===== config.mk =====
export PLATFORM = sky130hd
export DESIGN_NAME = ordered_request_list_engine
export DESIGN_NICKNAME = d
export VERILOG_FILES = /design/src/hw/rtl/orle_pkg.sv /design/src/hw/rtl/orle_front.sv /design/src/hw/rtl/orle_back.sv /design/src/hw/rtl/ordered_request_list_engine.sv
export VERILOG_INCLUDE_DIRS = /design/src /design/src/hw/rtl
export SDC_FILE = /design/constraint.sdc
export NUM_CORES = 2
export LEC_CHECK = 0
export BUFFER_PORTS_ARGS = -buffer_cell sky130_fd_sc_hd__buf_4
export CAP_MARGIN = 30
export CORE_MARGIN = 2
export CORE_UTILIZATION = 50
export CTS_CLUSTER_SIZE = 12
export DETAILED_ROUTE_END_ITERATION = 16
export GPL_TIMING_DRIVEN = 0
export PLACE_DENSITY_LB_ADDON = 0.05
export SLEW_MARGIN = 20
export SYNTH_ARGS = -nofsm -noshare
export SYNTH_HDL_FRONTEND = slang
export SYNTH_SLANG_ARGS = --single-unit

===== constraint.sdc =====
create_clock -name i_clk -period 15.7 [get_ports i_clk]
set_clock_uncertainty 0.1 [all_clocks]
set_input_delay 2.355 -clock i_clk [delete_from_list [all_inputs] [get_ports i_clk]]
set_output_delay 2.355 -clock i_clk [all_outputs]
set_load 0.02 [all_outputs]

===== src/hw/rtl/ordered_request_list_engine_macros.svh =====
// Assertion macros shared by the ordered request list engine.
`ifndef ORDERED_REQUEST_LIST_ENGINE_MACROS_SVH
`define ORDERED_REQUEST_LIST_ENGINE_MACROS_SVH

// Condition that must hold at every clock edge outside reset.
`define ORLE_ASSERT(label, expr, msg) \
    label: assert property (@(posedge i_clk) disable iff (!i_rst_n) (expr)) else $error(msg);

// Same-cycle implication checked outside reset.
`define ORLE_ASSERT_IMP(label, ante, cons, msg) \
    label: assert property (@(posedge i_clk) disable iff (!i_rst_n) \
        (ante) |-> (cons)) else $error(msg);

`endif


===== src/hw/rtl/orle_pkg.sv =====
// Package with the types and codes of the ordered request list engine.
package orle_pkg;

    localparam int KEY_W       = 16;
    localparam int STAMP_W     = 20;
    localparam int QUEUE_DEPTH = 2;
    localparam int QPTR_W      = 1;
    localparam int QLVL_W      = 2;

    // Request kinds as they arrive on the input.
    localparam logic [1:0] REQ_APPEND  = 2'd0;
    localparam logic [1:0] REQ_SORT    = 2'd1;
    localparam logic [1:0] REQ_REMOVE  = 2'd2;
    localparam logic [1:0] REQ_INVALID = 2'd3;

    // Result status codes.
    localparam logic [1:0] ST_OK       = 2'd0;
    localparam logic [1:0] ST_NOTFOUND = 2'd1;
    localparam logic [1:0] ST_FULL     = 2'd2;
    localparam logic [1:0] ST_INVALID  = 2'd3;

    typedef enum logic [1:0] {
        OP_APPEND,
        OP_SORT,
        OP_REMOVE,
        OP_INVALID
    } t_op;

    typedef struct packed {
        t_op                op;
        logic [KEY_W-1:0]   key;
        logic [STAMP_W-1:0] stamp;
    } t_cmd;

    typedef enum logic [2:0] {
        S_IDLE,
        S_REMOVE,
        S_SORT,
        S_DUMP,
        S_ONE
    } t_state;

endpackage


===== src/hw/rtl/orle_front.sv =====
// Front end: accepts requests, decodes their kind and queues them for the back end.
module orle_front (
    input  logic                         i_clk,
    input  logic                         i_rst_n,
    input  logic                         i_valid,
    output logic                         o_stall,
    input  logic [1:0]                   i_req_type,
    input  logic [orle_pkg::KEY_W-1:0]   i_entry_key,
    input  logic [orle_pkg::STAMP_W-1:0] i_entry_stamp,
    output orle_pkg::t_cmd               o_cmd,
    output logic                         o_cmd_valid,
    input  logic                         i_cmd_take
);

    orle_pkg::t_cmd              r_q [orle_pkg::QUEUE_DEPTH];
    logic [orle_pkg::QPTR_W-1:0] r_wr, r_rd;
    logic [orle_pkg::QLVL_W-1:0] r_level;
    orle_pkg::t_cmd              w_dec;
    logic                        w_push, w_pop;

    // Decode the request kind.
    always_comb begin
        w_dec.key   = i_entry_key;
        w_dec.stamp = i_entry_stamp;
        unique case (i_req_type)
            orle_pkg::REQ_APPEND: w_dec.op = orle_pkg::OP_APPEND;
            orle_pkg::REQ_SORT:   w_dec.op = orle_pkg::OP_SORT;
            orle_pkg::REQ_REMOVE: w_dec.op = orle_pkg::OP_REMOVE;
            default:              w_dec.op = orle_pkg::OP_INVALID;
        endcase
    end

    assign o_stall     = (r_level == orle_pkg::QLVL_W'(orle_pkg::QUEUE_DEPTH));
    assign o_cmd_valid = (r_level != '0);
    assign o_cmd       = r_q[r_rd];
    assign w_push      = i_valid && !o_stall;
    assign w_pop       = i_cmd_take && o_cmd_valid;

    // Queue storage.
    always_ff @(posedge i_clk) begin
        if (w_push) begin
            r_q[r_wr] <= w_dec;
        end
    end

    // Queue pointers and fill level.
    always_ff @(posedge i_clk) begin
        if (!i_rst_n) begin
            r_wr    <= '0;
            r_rd    <= '0;
            r_level <= '0;
        end else begin
            if (w_push) begin
                r_wr <= r_wr + 1'b1;
            end
            if (w_pop) begin
                r_rd <= r_rd + 1'b1;
            end
            if (w_push && !w_pop) begin
                r_level <= r_level + 1'b1;
            end else if (!w_push && w_pop) begin
                r_level <= r_level - 1'b1;
            end
        end
    end

endmodule


===== src/hw/rtl/orle_back.sv =====
// Back end: holds the list in a row of cells and carries out queued requests.
module orle_back #(
    parameter int CAPACITY = 32
) (
    input  logic                       i_clk,
    input  logic                       i_rst_n,
    input  orle_pkg::t_cmd             i_cmd,
    input  logic                       i_cmd_valid,
    output logic                       o_cmd_take,
    input  logic                       i_stall,
    output logic                       o_valid,
    output logic [1:0]                 o_status,
    output logic                       o_list_empty,
    output logic [orle_pkg::KEY_W-1:0] o_out_key,
    output logic                       o_last
);

    localparam int CNT_W = $clog2(CAPACITY + 1);

    logic [orle_pkg::KEY_W-1:0]   r_key [CAPACITY];
    logic [orle_pkg::KEY_W-1:0]   n_key [CAPACITY];
    logic [orle_pkg::STAMP_W-1:0] r_stamp [CAPACITY];
    logic [orle_pkg::STAMP_W-1:0] n_stamp [CAPACITY];
    logic [orle_pkg::KEY_W-1:0]   rot_key [CAPACITY];
    logic [orle_pkg::STAMP_W-1:0] rot_stamp [CAPACITY];
    logic [orle_pkg::KEY_W-1:0]   sh_key [CAPACITY];
    logic [orle_pkg::STAMP_W-1:0] sh_stamp [CAPACITY];
    logic [CAPACITY-1:0]          w_swap;

    orle_pkg::t_state           r_state, n_state;
    logic [CNT_W-1:0]           r_count, n_count;
    logic [CNT_W-1:0]           r_pos, n_pos;
    logic [CNT_W-1:0]           r_len, n_len;
    logic                       r_found, n_found;
    logic [1:0]                 r_err, n_err;
    logic [orle_pkg::KEY_W-1:0] r_arg, n_arg;

    logic                       r_ovalid, n_ovalid;
    logic [1:0]                 r_ostatus, n_ostatus;
    logic                       r_oempty, n_oempty;
    logic [orle_pkg::KEY_W-1:0] r_okey, n_okey;
    logic                       r_olast, n_olast;
    logic                       w_out_free;

    // Per-cell moves: rotate head to tail, drop the head, and compare-swap pairs.
    always_comb begin
        for (int j = 0; j < CAPACITY; j++) begin
            if (j < CAPACITY - 1) begin
                sh_key[j]   = r_key[j+1];
                sh_stamp[j] = r_stamp[j+1];
            end else begin
                sh_key[j]   = r_key[j];
                sh_stamp[j] = r_stamp[j];
            end
            if (CNT_W'(j) == r_count - 1'b1) begin
                rot_key[j]   = r_key[0];
                rot_stamp[j] = r_stamp[0];
            end else begin
                rot_key[j]   = sh_key[j];
                rot_stamp[j] = sh_stamp[j];
            end
            w_swap[j] = 1'b0;
            if (j < CAPACITY - 1) begin
                if ((1'(j) == r_pos[0]) && (CNT_W'(j + 1) < r_count)) begin
                    if (r_stamp[j] != r_stamp[j+1]) begin
                        w_swap[j] = (r_stamp[j] > r_stamp[j+1]);
                    end else begin
                        w_swap[j] = (r_key[j] > r_key[j+1]);
                    end
                end
            end
        end
    end

    assign w_out_free = !r_ovalid || !i_stall;

    // Next state, list updates and output loading.
    always_comb begin
        n_state   = r_state;
        n_count   = r_count;
        n_pos     = r_pos;
        n_len     = r_len;
        n_found   = r_found;
        n_err     = r_err;
        n_arg     = r_arg;
        n_key     = r_key;
        n_stamp   = r_stamp;
        n_ovalid  = r_ovalid && i_stall;
        n_ostatus = r_ostatus;
        n_oempty  = r_oempty;
        n_okey    = r_okey;
        n_olast   = r_olast;
        o_cmd_take = 1'b0;

        unique case (r_state)
            orle_pkg::S_IDLE: begin
                if (i_cmd_valid) begin
                    o_cmd_take = 1'b1;
                    n_arg      = i_cmd.key;
                    n_pos      = '0;
                    unique case (i_cmd.op)
                        orle_pkg::OP_APPEND: begin
                            if (r_count == CNT_W'(CAPACITY)) begin
                                n_err   = orle_pkg::ST_FULL;
                                n_state = orle_pkg::S_ONE;
                            end else begin
                                for (int j = 0; j < CAPACITY; j++) begin
                                    if (CNT_W'(j) == r_count) begin
                                        n_key[j]   = i_cmd.key;
                                        n_stamp[j] = i_cmd.stamp;
                                    end
                                end
                                n_count = r_count + 1'b1;
                                n_state = orle_pkg::S_DUMP;
                            end
                        end
                        orle_pkg::OP_SORT: begin
                            n_state = orle_pkg::S_SORT;
                        end
                        orle_pkg::OP_REMOVE: begin
                            n_len   = r_count;
                            n_found = 1'b0;
                            n_state = orle_pkg::S_REMOVE;
                        end
                        default: begin
                            n_err   = orle_pkg::ST_INVALID;
                            n_state = orle_pkg::S_ONE;
                        end
                    endcase
                end
            end
            orle_pkg::S_REMOVE: begin
                if (r_pos == r_len) begin
                    n_pos = '0;
                    if (r_found) begin
                        n_state = orle_pkg::S_DUMP;
                    end else begin
                        n_err   = orle_pkg::ST_NOTFOUND;
                        n_state = orle_pkg::S_ONE;
                    end
                end else begin
                    // The first matching head is dropped; every other head goes to the tail.
                    if (!r_found && (r_key[0] == r_arg)) begin
                        n_key   = sh_key;
                        n_stamp = sh_stamp;
                        n_count = r_count - 1'b1;
                        n_found = 1'b1;
                    end else begin
                        n_key   = rot_key;
                        n_stamp = rot_stamp;
                    end
                    n_pos = r_pos + 1'b1;
                end
            end
            orle_pkg::S_SORT: begin
                if (r_pos >= r_count) begin
                    n_pos   = '0;
                    n_state = orle_pkg::S_DUMP;
                end else begin
                    // One odd-even transposition pass.
                    for (int j = 0; j < CAPACITY; j++) begin
                        if ((j < CAPACITY - 1) && w_swap[j]) begin
                            n_key[j]   = r_key[j+1];
                            n_stamp[j] = r_stamp[j+1];
                        end
                        if ((j > 0) && w_swap[j-1]) begin
                            n_key[j]   = r_key[j-1];
                            n_stamp[j] = r_stamp[j-1];
                        end
                    end
                    n_pos = r_pos + 1'b1;
                end
            end
            orle_pkg::S_DUMP: begin
                if (w_out_free) begin
                    n_ovalid  = 1'b1;
                    n_ostatus = orle_pkg::ST_OK;
                    if (r_count == '0) begin
                        n_oempty = 1'b1;
                        n_okey   = '0;
                        n_olast  = 1'b1;
                        n_state  = orle_pkg::S_IDLE;
                    end else begin
                        // Emit the head and rotate it to the tail.
                        n_oempty = 1'b0;
                        n_okey   = r_key[0];
                        n_olast  = (r_pos == r_count - 1'b1);
                        n_key    = rot_key;
                        n_stamp  = rot_stamp;
                        n_pos    = r_pos + 1'b1;
                        if (r_pos == r_count - 1'b1) begin
                            n_state = orle_pkg::S_IDLE;
                        end
                    end
                end
            end
            orle_pkg::S_ONE: begin
                if (w_out_free) begin
                    n_ovalid  = 1'b1;
                    n_ostatus = r_err;
                    n_oempty  = (r_count == '0);
                    n_okey    = '0;
                    n_olast   = 1'b1;
                    n_state   = orle_pkg::S_IDLE;
                end
            end
            default: begin
                n_state = orle_pkg::S_IDLE;
            end
        endcase
    end

    // State and control registers.
    always_ff @(posedge i_clk) begin
        if (!i_rst_n) begin
            r_state  <= orle_pkg::S_IDLE;
            r_count  <= '0;
            r_ovalid <= 1'b0;
        end else begin
            r_state  <= n_state;
            r_count  <= n_count;
            r_ovalid <= n_ovalid;
        end
    end

    // List cells, work registers and output payload.
    always_ff @(posedge i_clk) begin
        r_key     <= n_key;
        r_stamp   <= n_stamp;
        r_pos     <= n_pos;
        r_len     <= n_len;
        r_found   <= n_found;
        r_err     <= n_err;
        r_arg     <= n_arg;
        r_ostatus <= n_ostatus;
        r_oempty  <= n_oempty;
        r_okey    <= n_okey;
        r_olast   <= n_olast;
    end

    assign o_valid      = r_ovalid;
    assign o_status     = r_ostatus;
    assign o_list_empty = r_oempty;
    assign o_out_key    = r_okey;
    assign o_last       = r_olast;

endmodule


===== src/hw/rtl/ordered_request_list_engine.sv =====
// Top level of the ordered request list engine.
//
//  Channel   Direction  Handshake         Payload
//  request   in         i_valid/o_stall   i_req_type, i_entry_key, i_entry_stamp
//  result    out        o_valid/i_stall   o_status, o_list_empty, o_out_key, o_last
//
// The back end walks the list one cell step a cycle, but a dump step waits while the result
// output is stalled: one rotation or head drop per remove step, one transposition pass per
// sort step, one key per dump step.
// Reset clears the entry count, the control state and the handshake state only; the list cells hold no reset.
// Up to two decoded requests wait in the front queue while the back end works.
`include "ordered_request_list_engine_macros.svh"

module ordered_request_list_engine #(
    parameter int CAPACITY = 32
) (
    input  logic                         i_clk,
    input  logic                         i_rst_n,
    input  logic                         i_valid,
    output logic                         o_stall,
    input  logic [1:0]                   i_req_type,
    input  logic [orle_pkg::KEY_W-1:0]   i_entry_key,
    input  logic [orle_pkg::STAMP_W-1:0] i_entry_stamp,
    output logic                         o_valid,
    input  logic                         i_stall,
    output logic [1:0]                   o_status,
    output logic                         o_list_empty,
    output logic [orle_pkg::KEY_W-1:0]   o_out_key,
    output logic                         o_last
);

    orle_pkg::t_cmd w_cmd;
    logic           w_cmd_valid;
    logic           w_cmd_take;

    // Request intake and queue.
    orle_front u_front (
        .i_clk         (i_clk),
        .i_rst_n       (i_rst_n),
        .i_valid       (i_valid),
        .o_stall       (o_stall),
        .i_req_type    (i_req_type),
        .i_entry_key   (i_entry_key),
        .i_entry_stamp (i_entry_stamp),
        .o_cmd         (w_cmd),
        .o_cmd_valid   (w_cmd_valid),
        .i_cmd_take    (w_cmd_take)
    );

    // List execution and result output.
    orle_back #(
        .CAPACITY (CAPACITY)
    ) u_back (
        .i_clk        (i_clk),
        .i_rst_n      (i_rst_n),
        .i_cmd        (w_cmd),
        .i_cmd_valid  (w_cmd_valid),
        .o_cmd_take   (w_cmd_take),
        .i_stall      (i_stall),
        .o_valid      (o_valid),
        .o_status     (o_status),
        .o_list_empty (o_list_empty),
        .o_out_key    (o_out_key),
        .o_last       (o_last)
    );

    // The back end only takes a request that the queue offers.
    `ORLE_ASSERT(a_take_offered, !w_cmd_take || w_cmd_valid, "request taken from empty queue")
    // Error results are always single items.
    `ORLE_ASSERT_IMP(a_err_last, o_valid && (o_status != orle_pkg::ST_OK), o_last && (o_out_key == '0), "error result not single")
    // An empty list result is a single item with a zero key.
    `ORLE_ASSERT_IMP(a_empty_last, o_valid && o_list_empty, o_last && (o_out_key == '0), "empty result not single")

endmodule


==> impl_metrics.tcl <==
set metrics [dict create \
    required_ps 16190 \
    dp_slack_ps 9866 \
    status "completed" \
    combPwrFrac_pct 53.9 \
    routedWlPerCell_um 35.60 \
    setup_tns_ps 0 \
    place_hpwl_mm 348.2 \
    drtIter0Drc 12380 \
    yosys_warnings 0 \
    n_fill_cell 15900 \
    setup_violations 0 \
    yosysUniqueCellTypes 92 \
    boundaryPins 64 \
    reg2regPathDepth 11 \
    rows 157 \
    syn_nets 10180 \
    instances_no_fill 11920 \
    hp-start "u_back.r_count[2]" \
    rsz0062_at_grt "false" \
    critPathKind "reg2reg" \
    async_reset_ff_share_pct 0 \
    cts_tree "yes" \
    r2r_slack_ps 9340 \
    crit_chain "buf_2 -> inv_1 -> ha_1 -> buf_1 -> nand2_1 -> o21ai_2 -> clkbuf_2 -> nor2b_1 -> o211ai_2 -> clkbuf_1 -> a221o_1" \
    antenna_found_initial 38 \
    ys_seq_area_share_pct 42.15 \
    grt_util_all_layers_pct 44.27 \
    cts_buffers 155 \
    grt_max_degree 22 \
    powerDensity_mw_per_mm2 216.6 \
    path_max_fanout 10 \
    initial_core_util_pct 50.27 \
    yosys.area.top_type "edfxtp_1" \
    synthMuxAreaShare_pct 0.8884 \
    h-tree-depth 4 \
    synth_xor_area_share_pct 0.4251 \
    synth_top_family_by_area "compound AO/OA/AOI/OAI gates" \
    synth_commonest_cells "1279 x edfxtp_1, 1155 x inv_1, 1133 x ha_1" \
    synth_top_area_share_pct 41.82 \
    clockBufferDepth 3 \
    crit_start "u_back.r_count[1]" \
    die-area_mm2 0.1871 \
    slew_viol_final 0 \
    swShare_pct 47.65 \
    syn_area_mm2 0.09183 \
    root_buffer "clkbuf_16" \
    arrival_ps 6850 \
    first_pass_iters 7 \
    relSlewSlack_pct 23.62 \
    critPathSlowestCell "clkbuf_2" \
    die_y_um 432.6 \
    multi_input_area_mm2 0.04689 \
    antenna_left 0 \
    synthCells 9005 \
    place.gp.congestion 1.058 \
    fp.dieW_um 432.6 \
    clock-sinks 1294 \
    critPathTopFamily "buffers and inverters" \
    timing.fmax_mhz 157.2 \
    overflow 0 \
    drcViolationCount 0 \
    power_frac_clock_pct 16.3 \
    cp-end-kind "flop" \
    sequentialPowerShare_pct 29.8 \
    ys.flop_type "edfxtp_1" \
    synth_area_leaders "edfxtp_1 42%, ha_1 15%, a221o_1 12%, o21ai_0 5.2%, inv_1 4.7%" \
    post_cts_buffers 0 \
    switching_power_mw 10.57 \
    synth_compound_area_share_pct 25.17 \
    cp-start-kind "flop" \
    clkTransAtPathRegs_ps 70 \
    power_leakage_nw 42.10 \
    setup_ws_ps 9340 \
    tightest_slew_ps 1146 \
    ir_worst_vdd_uv 134.4 \
    yosysMostFrequentCell "edfxtp_1" \
    port_buffers 61 \
    cts_hold_buffers 0 \
    insertion_delay_ps 870 \
    avgSynthCellArea_um2 10.20 \
    grt_pass1_vias 80750 \
    routed_wl_mm 424.3 \
    cap_violations 0 \
    r2r-start "u_back.r_count[1]" \
    vias 85160 \
    timing.rr.end "u_back.r_key[128]" \
    fin_crit_sh_pct 40.51 \
    fin_hold_ws_ps 345.4 \
    via_per_inst 7.145 \
    synth-adder-area-share_pct 15.44 \
    finalHoldViolations 0 \
    p_int_mw 11.61 \
    post-route-min-period_ps 6360 \
    core_area_mm2 0.1827 \
    hold_depth 0 \
    ys_seq_elements 1294 \
    grt_pass1_wl_mm 584.3 \
    final_layout_size_suffix_gt1_share_pct 7.814 \
    dpl.cell_count 11600 \
    seqCellArea_mm2 0.03871 \
    synth-edff-count 1279 \
    hold_path_end "u_back.r_len[2]" \
    layout.nets 10560 \
    synthSimpleGateAreaFrac_pct 8.634 \
    syn_to_final_growth_pct 11.48 \
    cp_num_buf_inv 5 \
    ctsResizeCount 0 \
    p_total_mw 22.17 \
    hold_path.class "reg2reg" \
    slowest_delay_ps 740 \
]
[cells in the final DEF (no fill, tap or decap), types with 21 or more instances in the layout]
cell	Yosys	routed
a21o_1	84	84
buf_6	22	92
nand3_1	184	184
a31oi_1	29	27
nor3_1	64	50
buf_4	10	123
a21boi_0	28	28
nand4_1	212	212
and4_1	29	29
nor4_1	32	30
clkbuf_2	1	23
and2_1	69	69
o221ai_1	41	41
nand2_1	678	678
buf_1	23	24
and3_1	54	53
edfxtp_1	1279	1279
nand2b_1	27	27
nor2_1	146	138
diode_2	0	26
xor2_1	21	21
clkinv_1	2	33
a211oi_1	49	36
clkbuf_1	348	369
a21oi_1	456	452
mux2_2	36	36
buf_8	0	21
inv_1	1155	1155
o21ai_1	58	59
o211ai_1	114	114
nor2b_1	51	51
mux2i_1	41	41
a221o_1	1102	1102
o21ai_0	952	950
clkbuf_16	0	156
a221oi_1	102	99
ha_1	1133	1133
buf_2	124	138
[sequential cells by signal (all words and copies together), names as in the netlist, named ones only]
name                 count
u_back.r_stamp         640
u_back.r_key           512
u_front.r_q             76
u_back.o_out_key        16
u_back.r_arg            16
u_back.r_count           6
u_back.r_len             6
u_back.r_pos             6
u_back.r_state           3
u_back.o_status          2
u_back.r_err             2
u_front.r_level          2
u_back.o_last            1
u_back.o_list_empty      1
u_back.o_valid           1
u_back.r_found           1
u_front.r_rd             1
u_front.r_wr             1
[per-layer routing]
| layer | part of all wire, % | GRT usage (%) | wire length (µm) |
|---|---|---|---|
| met2 | 43 | 65.95 | 181100 |
| met4 | 7.8 | 30.29 | 33040 |
| met5 | 0.036 | 0 | 153 |
| met1 | 38 | 56.31 | 159200 |
| met3 | 12 | 11.53 | 50890 |
[metrics by stage]
stage | utilization [%] | area (µm²)
floorplan | - | 91830
global placement | 52.15 | 95270
detailed placement | 53.24 | 97260
CTS | 55.89 | 102100
global route | 56.00 | 102300
finish | 56.04 | 102400
[area by class of cell]
cell class	instances	area share [%]
antenna	26	0.06356
buffer	528	2.312
clock buffer	199	3.981
clock inverter	79	0.7602
inverter	1160	4.253
multi-input combinational	6023	45.80
sequential	1294	37.81
tap	2385	2.915
timing repair buffer	225	2.101
[power by group through the flow]
stage               clock network [mW]  logic [mW]  registers [mW]
global route                      3.73        12.5            6.64
CTS                               3.60        11.4            6.54
floorplan                            0        6.66            6.24
global placement                     0        10.6            6.78
detailed placement                   0        11.3            6.61
finish                            3.61        11.9            6.62
[worst max path at each step]
stage / to / slack (ps) / depth (start not counted)
after floorplan: u_back.r_key[0] / 8370 / 7
after global placement: u_back.r_stamp[12] / 3890 / 11
after detailed placement: u_back.r_stamp[176] / 9870 / 11
after CTS: u_back.r_key[128] / 9830 / 11
after global routing: u_back.r_key[128] / 9530 / 11
final: u_back.r_key[128] / 9340 / 11
[logic make-up (layout without fill, tap and decap cells)]
| family | Yosys count | count (layout) |
|---|---|---|
| DFF | 1294 | 1294 |
| and+or+nand+nor | 1615 | 1615 |
| muxes | 77 | 77 |
| adders and majority gates | 1133 | 1133 |
| other | 0 | 26 |
| AOI/OAI and AO/OA | 3156 | 3156 |
| xor gates and xnor gates | 42 | 42 |
| buffers and inverters | 1688 | 2191 |
(Power assumes the default switching activity.)
